<file path="config.mk">
export PLATFORM = sky130hd
export DESIGN_NAME = vehicle_power_state_sequencer
export DESIGN_NICKNAME = d
export VERILOG_FILES = /design/src/sv/vpss_pkg.sv /design/src/sv/vpss_step.sv /design/src/sv/vehicle_power_state_sequencer.sv
export SDC_FILE = /design/constraint.sdc
export NUM_CORES = 1
export LEC_CHECK = 0
export BUFFER_PORTS_ARGS = -buffer_cell sky130_fd_sc_hd__buf_2
export CORE_MARGIN = 8
export CORE_UTILIZATION = 30
export CTS_CLUSTER_SIZE = 24
export DETAILED_ROUTE_END_ITERATION = 8
export GPL_ROUTABILITY_DRIVEN = 0
export SLEW_MARGIN = 20
export SYNTH_ARGS = -nofsm -noshare
export SYNTH_HDL_FRONTEND = slang
export SYNTH_SLANG_ARGS = --single-unit
</file>
<file path="constraint.sdc">
create_clock -name clk -period 3.6 [get_ports clk]
set_input_delay 0.18 -clock clk [delete_from_list [all_inputs] [get_ports clk]]
set_output_delay 0.18 -clock clk [all_outputs]
set_load 0.01 [all_outputs]
</file>
<file path="src/sv/vpss_pkg.sv">
// Package: request and result types, state codes and register indexes of the power sequencer.
package vpss_pkg;

  localparam int BuzzerW = 10;
  localparam int HvW     = 8;
  localparam int MsgW    = 8;
  localparam int ModeW   = 2;
  localparam int CfgIdxW = 2;
  localparam int CfgW    = 10;

  localparam logic [ModeW-1:0] MODE_LV     = 2'd0;
  localparam logic [ModeW-1:0] MODE_HV     = 2'd1;
  localparam logic [ModeW-1:0] MODE_RTD    = 2'd2;
  localparam logic [ModeW-1:0] MODE_FAILED = 2'd3;

  localparam logic [CfgIdxW-1:0] REG_BUZZER_TICKS     = 2'd0;
  localparam logic [CfgIdxW-1:0] REG_HV_TIMEOUT_TICKS = 2'd1;
  localparam logic [CfgIdxW-1:0] REG_STATUS_PRESCALE  = 2'd2;

  localparam logic [BuzzerW-1:0] BUZZER_TICKS_RST     = 10'd250;
  localparam logic [HvW-1:0]     HV_TIMEOUT_TICKS_RST = 8'd10;
  localparam logic [MsgW-1:0]    STATUS_PRESCALE_RST  = 8'd10;

  typedef struct packed {
    logic inverters_invalid;
    logic eeprom_ready;
    logic bms_valid;
    logic contactor_closed;
    logic braking;
    logic accelerating;
    logic button_line;
    logic torque_plausible;
  } vpss_in_t;

  typedef struct packed {
    logic [ModeW-1:0] vehicle_state;
    logic             cooling_on;
    logic             buzzer_on;
    logic             fault_led;
    logic             brake_light;
    logic             send_status;
  } vpss_out_t;

  typedef struct packed {
    logic [ModeW-1:0]   mode;
    logic [HvW-1:0]     hv_ticks_left;
    logic [BuzzerW-1:0] buzzer_ticks_left;
    logic [MsgW-1:0]    message_count;
  } vpss_state_t;

  typedef struct packed {
    logic [BuzzerW-1:0] buzzer_ticks;
    logic [HvW-1:0]     hv_timeout_ticks;
    logic [MsgW-1:0]    status_prescale;
  } vpss_cfg_t;

endpackage

</file>
<file path="src/sv/vpss_step.sv">
// Next-state and result logic for one control tick.
module vpss_step
  import vpss_pkg::*;
(
  input  vpss_in_t    req,
  input  vpss_state_t cur,
  input  vpss_cfg_t   cfg,
  output vpss_state_t nxt,
  output vpss_out_t   res
);

  logic             hv_on;
  logic             rtd_entry;
  logic [ModeW-1:0] m;
  logic [HvW-1:0]   hv;
  logic [BuzzerW-1:0] bz;
  logic [MsgW-1:0]  cnt_inc;
  logic             send;

  assign hv_on   = req.bms_valid & req.contactor_closed;
  // start: brake held, no throttle, button pressed (active low)
  assign rtd_entry = req.braking & ~req.accelerating & ~req.button_line;
  assign cnt_inc = cur.message_count + MsgW'(1);
  assign send    = (cnt_inc >= cfg.status_prescale);

  always_comb begin
    hv = (cur.hv_ticks_left != '0) ? cur.hv_ticks_left - HvW'(1) : cur.hv_ticks_left;
    bz = (cur.buzzer_ticks_left != '0) ? cur.buzzer_ticks_left - BuzzerW'(1)
                                       : cur.buzzer_ticks_left;
    m = (cur.mode == MODE_FAILED) ? MODE_LV : cur.mode;
    if (req.inverters_invalid || !req.eeprom_ready) begin
      m = MODE_FAILED;
    end
    case (m)
      MODE_LV: begin
        if (hv_on) begin
          m = MODE_HV;
        end
      end
      MODE_HV, MODE_RTD: begin
        if (m == MODE_HV && rtd_entry) begin
          m  = MODE_RTD;
          bz = cfg.buzzer_ticks;
        end
        // timeout check uses the already decremented count
        if (hv_on) begin
          hv = cfg.hv_timeout_ticks;
        end else if (hv == '0) begin
          m = MODE_LV;
        end
      end
      default: begin
      end
    endcase
  end

  assign nxt.mode              = m;
  assign nxt.hv_ticks_left     = hv;
  assign nxt.buzzer_ticks_left = bz;
  assign nxt.message_count     = send ? '0 : cnt_inc;

  assign res.vehicle_state = m;
  assign res.cooling_on    = (m == MODE_HV) || (m == MODE_RTD);
  assign res.buzzer_on     = (bz != '0);
  assign res.fault_led     = ~req.torque_plausible | (m == MODE_FAILED);
  assign res.brake_light   = req.braking;
  assign res.send_status   = send;

endmodule

</file>
<file path="src/sv/vehicle_power_state_sequencer.sv">
// Top level of the vehicle power state sequencer: state, config and result registers.
// A request's result is registered when the request is accepted and shows in the next cycle.
// Throughput: one request per cycle; the single result register is the only stage,
// and a new request is taken whenever that register is empty or being drained.
// Reset (rst, synchronous, active high): mode low voltage, all countdowns and the
// message count zero, registers back to buzzer 250, timeout 10, prescale 10.
module vehicle_power_state_sequencer
  import vpss_pkg::*;
(
  input  logic               clk,
  input  logic               rst,
  // request channel
  input  logic               in_valid,
  output logic               in_ready,
  input  vpss_in_t           in_data,
  // result channel
  output logic               out_valid,
  input  logic               out_ready,
  output vpss_out_t          out_data,
  // configuration write port
  input  logic               cfg_we,
  input  logic [CfgIdxW-1:0] cfg_index,
  input  logic [CfgW-1:0]    cfg_data
);

  vpss_cfg_t   cfg;
  vpss_state_t state;
  vpss_state_t state_next;
  vpss_out_t   res_next;
  logic        in_fire;

  // The result register frees up in the same cycle it is drained, so the
  // request side never stalls behind a result that is about to leave.
  assign in_ready = ~out_valid | out_ready;
  assign in_fire  = in_valid & in_ready;

  // Configuration registers; indexes outside the list are dropped.
  always_ff @(posedge clk) begin
    if (rst) begin
      cfg.buzzer_ticks     <= BUZZER_TICKS_RST;
      cfg.hv_timeout_ticks <= HV_TIMEOUT_TICKS_RST;
      cfg.status_prescale  <= STATUS_PRESCALE_RST;
    end else if (cfg_we) begin
      case (cfg_index)
        REG_BUZZER_TICKS:     cfg.buzzer_ticks     <= cfg_data;
        REG_HV_TIMEOUT_TICKS: cfg.hv_timeout_ticks <= cfg_data[HvW-1:0];
        REG_STATUS_PRESCALE:  cfg.status_prescale  <= cfg_data[MsgW-1:0];
        default: begin
        end
      endcase
    end
  end

  // One tick of sequencing: mode, the two countdowns and the prescaler.
  vpss_step u_step (
    .req (in_data),
    .cur (state),
    .cfg (cfg),
    .nxt (state_next),
    .res (res_next)
  );

  // State advances only on an accepted request.
  always_ff @(posedge clk) begin
    if (rst) begin
      state.mode              <= MODE_LV;
      state.hv_ticks_left     <= '0;
      state.buzzer_ticks_left <= '0;
      state.message_count     <= '0;
    end else if (in_fire) begin
      state <= state_next;
    end
  end

  // Result register.
  always_ff @(posedge clk) begin
    if (rst) begin
      out_valid <= 1'b0;
    end else if (in_fire) begin
      out_valid <= 1'b1;
    end else if (out_ready) begin
      out_valid <= 1'b0;
    end
  end

  always_ff @(posedge clk) begin
    if (in_fire) begin
      out_data <= res_next;
    end
  end

  // Checks
  a_fire_gives_result: assert property (@(posedge clk) disable iff (rst)
    in_fire |=> out_valid)
    else $error("accepted request produced no result");

  a_state_matches_result: assert property (@(posedge clk) disable iff (rst)
    out_valid |-> out_data.vehicle_state == state.mode)
    else $error("held result disagrees with mode register");

  a_cooling_tracks_mode: assert property (@(posedge clk) disable iff (rst)
    out_valid |-> out_data.cooling_on ==
      (out_data.vehicle_state == MODE_HV || out_data.vehicle_state == MODE_RTD))
    else $error("cooling output inconsistent with vehicle state");

  a_buzzer_tracks_count: assert property (@(posedge clk) disable iff (rst)
    out_valid |-> out_data.buzzer_on == (state.buzzer_ticks_left != '0))
    else $error("buzzer output inconsistent with countdown");

endmodule

</file>
Yosys cells after proc, flatten, opt, wreduce, memory -nomap -nowiden
Cells that the tools add are included.
{ "word_totals": {"wordCells": 67, "output_inout_bits": 9, "inputBits": 25, "reg_bits": 62} }
{ "op_classes": {"n_lt_le_gt_ge": 1, "mux": 16, "addsub": 3, "n_bitwise": 10, "n_eq_ne": 8, "n_reduce_logical": 15} }
{ "op_table": {"columns": ["operator", "count"], "rows": [
  ["2-to-1 mux 8 bit", 4],
  ["2-to-1 mux 10 bit", 3],
  ["nonzero test 10 bit", 2],
  ["2-to-1 mux 2 bit", 6],
  ["== test 2 bit (second input constant)", 5],
  ["subtractor 10 x 1 -> 10 bit (second input constant)", 1],
  ["adder 8 x 1 -> 8 bit (second input constant)", 1],
  [">= comparator 8 bit", 1],
  ["logical NOT 8 bit", 1],
  ["nonzero test 8 bit", 1],
  ["subtractor 8 x 1 -> 8 bit (second input constant)", 1],
  ["== test 2 x 1 -> 1 bit (second input constant)", 3],
  ["AND reduction 2 bit", 3],
  ["bitwise AND 1 bit", 4],
  ["logical NOT 2 bit", 2],
  ["inverter 1 bit", 4],
  ["one-hot mux 2 bit (2 select lines)", 1],
  ["logical OR 1 bit", 2],
  ["2-to-1 mux 1 bit", 2],
  ["OR 1 bit", 2],
  ["nonzero test 2 bit", 1],
  ["OR reduction 2 bit", 1],
  ["logical AND 1 bit", 1],
  ["logical NOT 1 bit", 1]
]} }

Depth between registers and ports, before layout
{ "logic_depth": {"ltp_word": 11, "ltp_mapped": 10, "ltp_nobuf": 9} }

By module
A second synthesis with hierarchy kept.
{ "unflattened": {"cells_unflattened": 453, "area_unflattened_um2": 3761.1} }
{ "modules_own_cells": {"columns": ["module", "cells_per_inst", "seq_area_each_um2", "instances", "area_each_um2"], "rows": [
  ["vehicle_power_state_sequencer", 248, 1311.3, 1, 2409.8],
  ["vpss_step", 205, 0.0, 1, 1351.3]
]} }

Worst setup path after synthesis
OpenSTA, ideal clock, no wires.
{ "synth_path": {"path_type": "register to register", "startpoint": "register state[18] in the netlist's numbering", "endpoint": "register out_data[4] in the netlist's numbering, data pin", "synth_period_minus_slack_ns": 2.615, "required_time_ns": 3.334, "path_slack_ns": 0.985, "path_buffers": 1, "setup_time_ns": 0.266, "stages_incl_launch_ff": 9, "t_arrival_ns": 2.349, "path_cell_list": "dfxtp_1 -> inv_1 -> ha_1 -> or4b_1 -> buf_2 -> or4_1 -> a221o_1 -> o211ai_1 -> o211ai_2"} }
{ "synth_rtl": {"columns": ["item", "line", "source"], "rows": [
  ["from (decl)", "vehicle_power_state_sequencer.sv:27", "vpss_state_t state;"],
  ["from (signal assigned)", "vehicle_power_state_sequencer.sv:71", "state <= state_next;"],
  ["to (signal assigned)", "vehicle_power_state_sequencer.sv:88", "out_data <= res_next;"],
  ["to (decl)", "vehicle_power_state_sequencer.sv:19", "output vpss_out_t out_data,"]
]} }

==> metrics.md <==
| Metric | Value |
|---|---|
| Run status | finished, final reports clean |
| Num rows | 40 |
| Clk_skew | 0.00774 ns |
| CTS tree | yes |
| Core ar. | 12000 µm² |
| Fmax | 344 MHz |
| Total global-route track usage | 12.0% |
| Die span in y | 126 µm |
| Critical path required time | 3.81 ns |
| Ys Warns | 0 |
| CTS Hold Bufs | 0 |
| NetSw | 1.02 mW |
| Net Sw Frac | 36.7% |
| Number of global-route vias before repair | 3271 |
| Leakage power | 1.71 nW |
| DP Cell Count | 597 |
| P&R area growth vs syn | 16.0% |
| Commonest register cell after synthesis | dfxtp_1 |
| Worst Max-Slew Pin Slew | 1.01 ns |
| Critical Path AT | 3.12 ns |
| Synth Register Bits | 62 |
| Critical Path Fanout Max | 9 |
| Post-synth EDFFs | 7 |
| H-tree levels | 3 |
| Synthesized area | 3660 µm² |
| Num Clock Sinks | 62 |
| Pwr/cell area | 655 nW/µm² |
| Final period utilization | 80.8% |
| DP HPWL | 6.80 mm |
| Startpoint Class | register |
| FFs w/ async S/R, synth | 0% |
| Routed len/inst | 15.7 µm |
| Peak VDD IR | 0.212 mV |
| Clock Power Share | 29.6% |
| CTS root buf | clkbuf_16 |
| Crit path time final | 2.91 ns |
| Most common cell after layout, fill and taps aside | dfxtp_1 |
| Inserted Clock Buffers | 9 |
| Clk buf depth | 2 |
| Nets | 502 |
| Vias post-DR | 3390 |
| TNS Setup | 0 ns |
| Count of cell types in the netlist | 61 |
| Setup repair bufs after CTS | 0 |
| DRT Pass-1 Iters | 5 |
| Comb pwr share | 37.6% |
| Fin cells | 613 |
| Most frequent cells in the layout | dfxtp_1, nor2_1, buf_2 |
| CP Class | register to register |
| Final Setup Violations | 0 |
| Final hold violations | 0 |
| Clk_lat worst skew | 0.32 ns |
| Starting Density | 30.6% |
| Setup crit end kind | register |
| Largest net degree at the start of global routing | 63 |
| Slew HR | 32.5% |
| Vias per inst | 5.53 |
| Post-Syn Instances | 438 |
| Boundary pin count | 34 |
| P_int | 1.76 mW |
| Register area share after synthesis | 35.8% |
| Die W | 126 µm |
| Initial drt markers | 250 |
| Max Cap Violations | 0 |
| Syn Nets | 479 |
| RSZ-0062 raised after global routing | false |
| First-pass GRT wire length | 15.7 mm |
| Gr ovfl total | 0 |
| Antenna Nets Post-Route | 0 |
| Placed cell area | 3950 µm² |
| Ratio of cells with drive above 1 in the final layout | 12.4% |
| Hold Path Class | primary input to register |
| Synthesized area per cell | 8.36 µm² |
| Fin. max-slew vios | 0 |
| Clock slew seen by the registers of the worst setup and hold paths | 0.06 ns |
| Sequential Power Share | 32.8% |
| Drt total wl | 9.63 mm |
| Post-route cell area | 4250 µm² |
| Post-layout power | 2.78 mW |
| Antenna diode count | 0 |
| I/O Buffers | 33 |
| Initial antenna violation count | 0 |
| Post_cts resized | 0 |
| DR DRC count | 0 |
| Die area | 16000 µm² |
## registers in the layout, indices dropped and copies added, names as in the netlist
| signal | count |
|---|---|
| cfg | 26 |
| out_data | 7 |
| out_valid | 1 |
| state | 28 |
## path summary, 6_finish.rpt
| path | slack (ns) | cells past startpoint | startpoint | endpoint |
|---|---|---|---|---|
| worst min register to register | 0.47 | 1 | cfg[11] | cfg[11] |
| worst min-delay path | 0.06 | 1 | in_data[3] | out_data[1] |
| worst max register to register | 0.69 | 8 | state[0] | state[2] |
| worst max-delay path | 0.69 | 8 | state[0] | state[2] |
## logic make-up (layout without fill, tap and decap cells)
| kind of cell | Yosys count | count (layout) | share of synthesized area (%) |
|---|---|---|---|
| compound gates | 121 | 121 | 23.4 |
| xor+xnor | 7 | 7 | 1.67 |
| fa+ha+maj | 16 | 16 | 5.47 |
| buf+inv | 53 | 81 | 5.47 |
| flops | 62 | 62 | 35.8 |
| mux | 16 | 16 | 4.37 |
| simple gates | 163 | 163 | 23.8 |
## per-stage QoR
| stage | setup WS [ns] | hold WS (ns) | utilization [%] |
|---|---|---|---|
| 5_1_grt | 0.444 | 0.0563 | 35.5 |
| 3_3_place_gp | 0.831 | 0.384 | 33.0 |
| 4_1_cts | 0.684 | 0.0547 | 35.4 |
| 6_report | 0.691 | 0.0644 | 35.5 |
| 2_1_floorplan | 0.985 | 0.279 | - |
| 3_5_place_dp | 0.715 | 0.395 | 33.0 |
## synth_stat cells (3+ instances only)
cell type | count | area share (%)
nand2b_1 | 11 | 1.9
inv_1 | 28 | 2.9
nor4_1 | 6 | 1.0
o22ai_1 | 3 | 0.51
dfxtp_1 | 55 | 30
a21oi_1 | 23 | 3.1
o211ai_1 | 10 | 2.1
nor2_1 | 45 | 4.6
clkbuf_1 | 23 | 2.4
o311ai_0 | 3 | 0.72
o21ai_0 | 21 | 2.9
o21a_1 | 3 | 0.62
nand3b_1 | 5 | 1.0
a211oi_1 | 5 | 1.0
nor2b_1 | 9 | 1.5
and3_1 | 5 | 0.85
o31ai_1 | 4 | 0.82
or4_1 | 10 | 2.1
edfxtp_1 | 7 | 5.7
mux2i_1 | 16 | 4.4
nor3_1 | 10 | 1.4
nand2_1 | 28 | 2.9
or3_1 | 4 | 0.68
ha_1 | 16 | 5.5
nand3_1 | 12 | 1.6
o2111ai_1 | 5 | 1.2
xnor2_1 | 5 | 1.2
nor4b_1 | 3 | 0.72
a211o_1 | 11 | 2.6
a22oi_1 | 7 | 1.4
## metal layers
metal / vias up / track usage (%) / part of all wire [%]
li1: 1672 / - / -
met3: 20 / 2.68 / 5.5
met4: 0 / 6.02 / 2.2
met2: 103 / 19.1 / 45
met5: - / 0 / 0
met1: 1595 / 14.9 / 47
## final cells by class
type                    count  area, µm²
clock buffers              13        272
clock inverters             3       17.5
fillers                  1212       7710
inverters                  28        105
multi-input cells         323       2160
flip-flops and latches     62       1310
well taps                 147        184
repair buffers             37        198
## worst max-delay path, cell delays in order, from the launching register on
cell and delay [ns]:
dfxtp_1 0.42, ha_1 0.26, nand3_1 0.13, xnor2_1 0.15
ha_1 0.21, or4_1 0.50, o2111ai_1 0.37, o21ai_0 0.40
o311ai_0 0.37
## power by group through the flow
stage / sequential, mW / clock, mW / combinational (mW)
after floorplan: 0.880 / 0 / 0.831
after global placement: 0.913 / 0 / 1.01
after detailed placement: 0.921 / 0 / 1.02
after CTS: 0.906 / 0.845 / 1.03
after global routing: 0.921 / 0.889 / 1.16
final: 0.913 / 0.824 / 1.04
No activity file was read; power rests on OpenSTA's default activity.
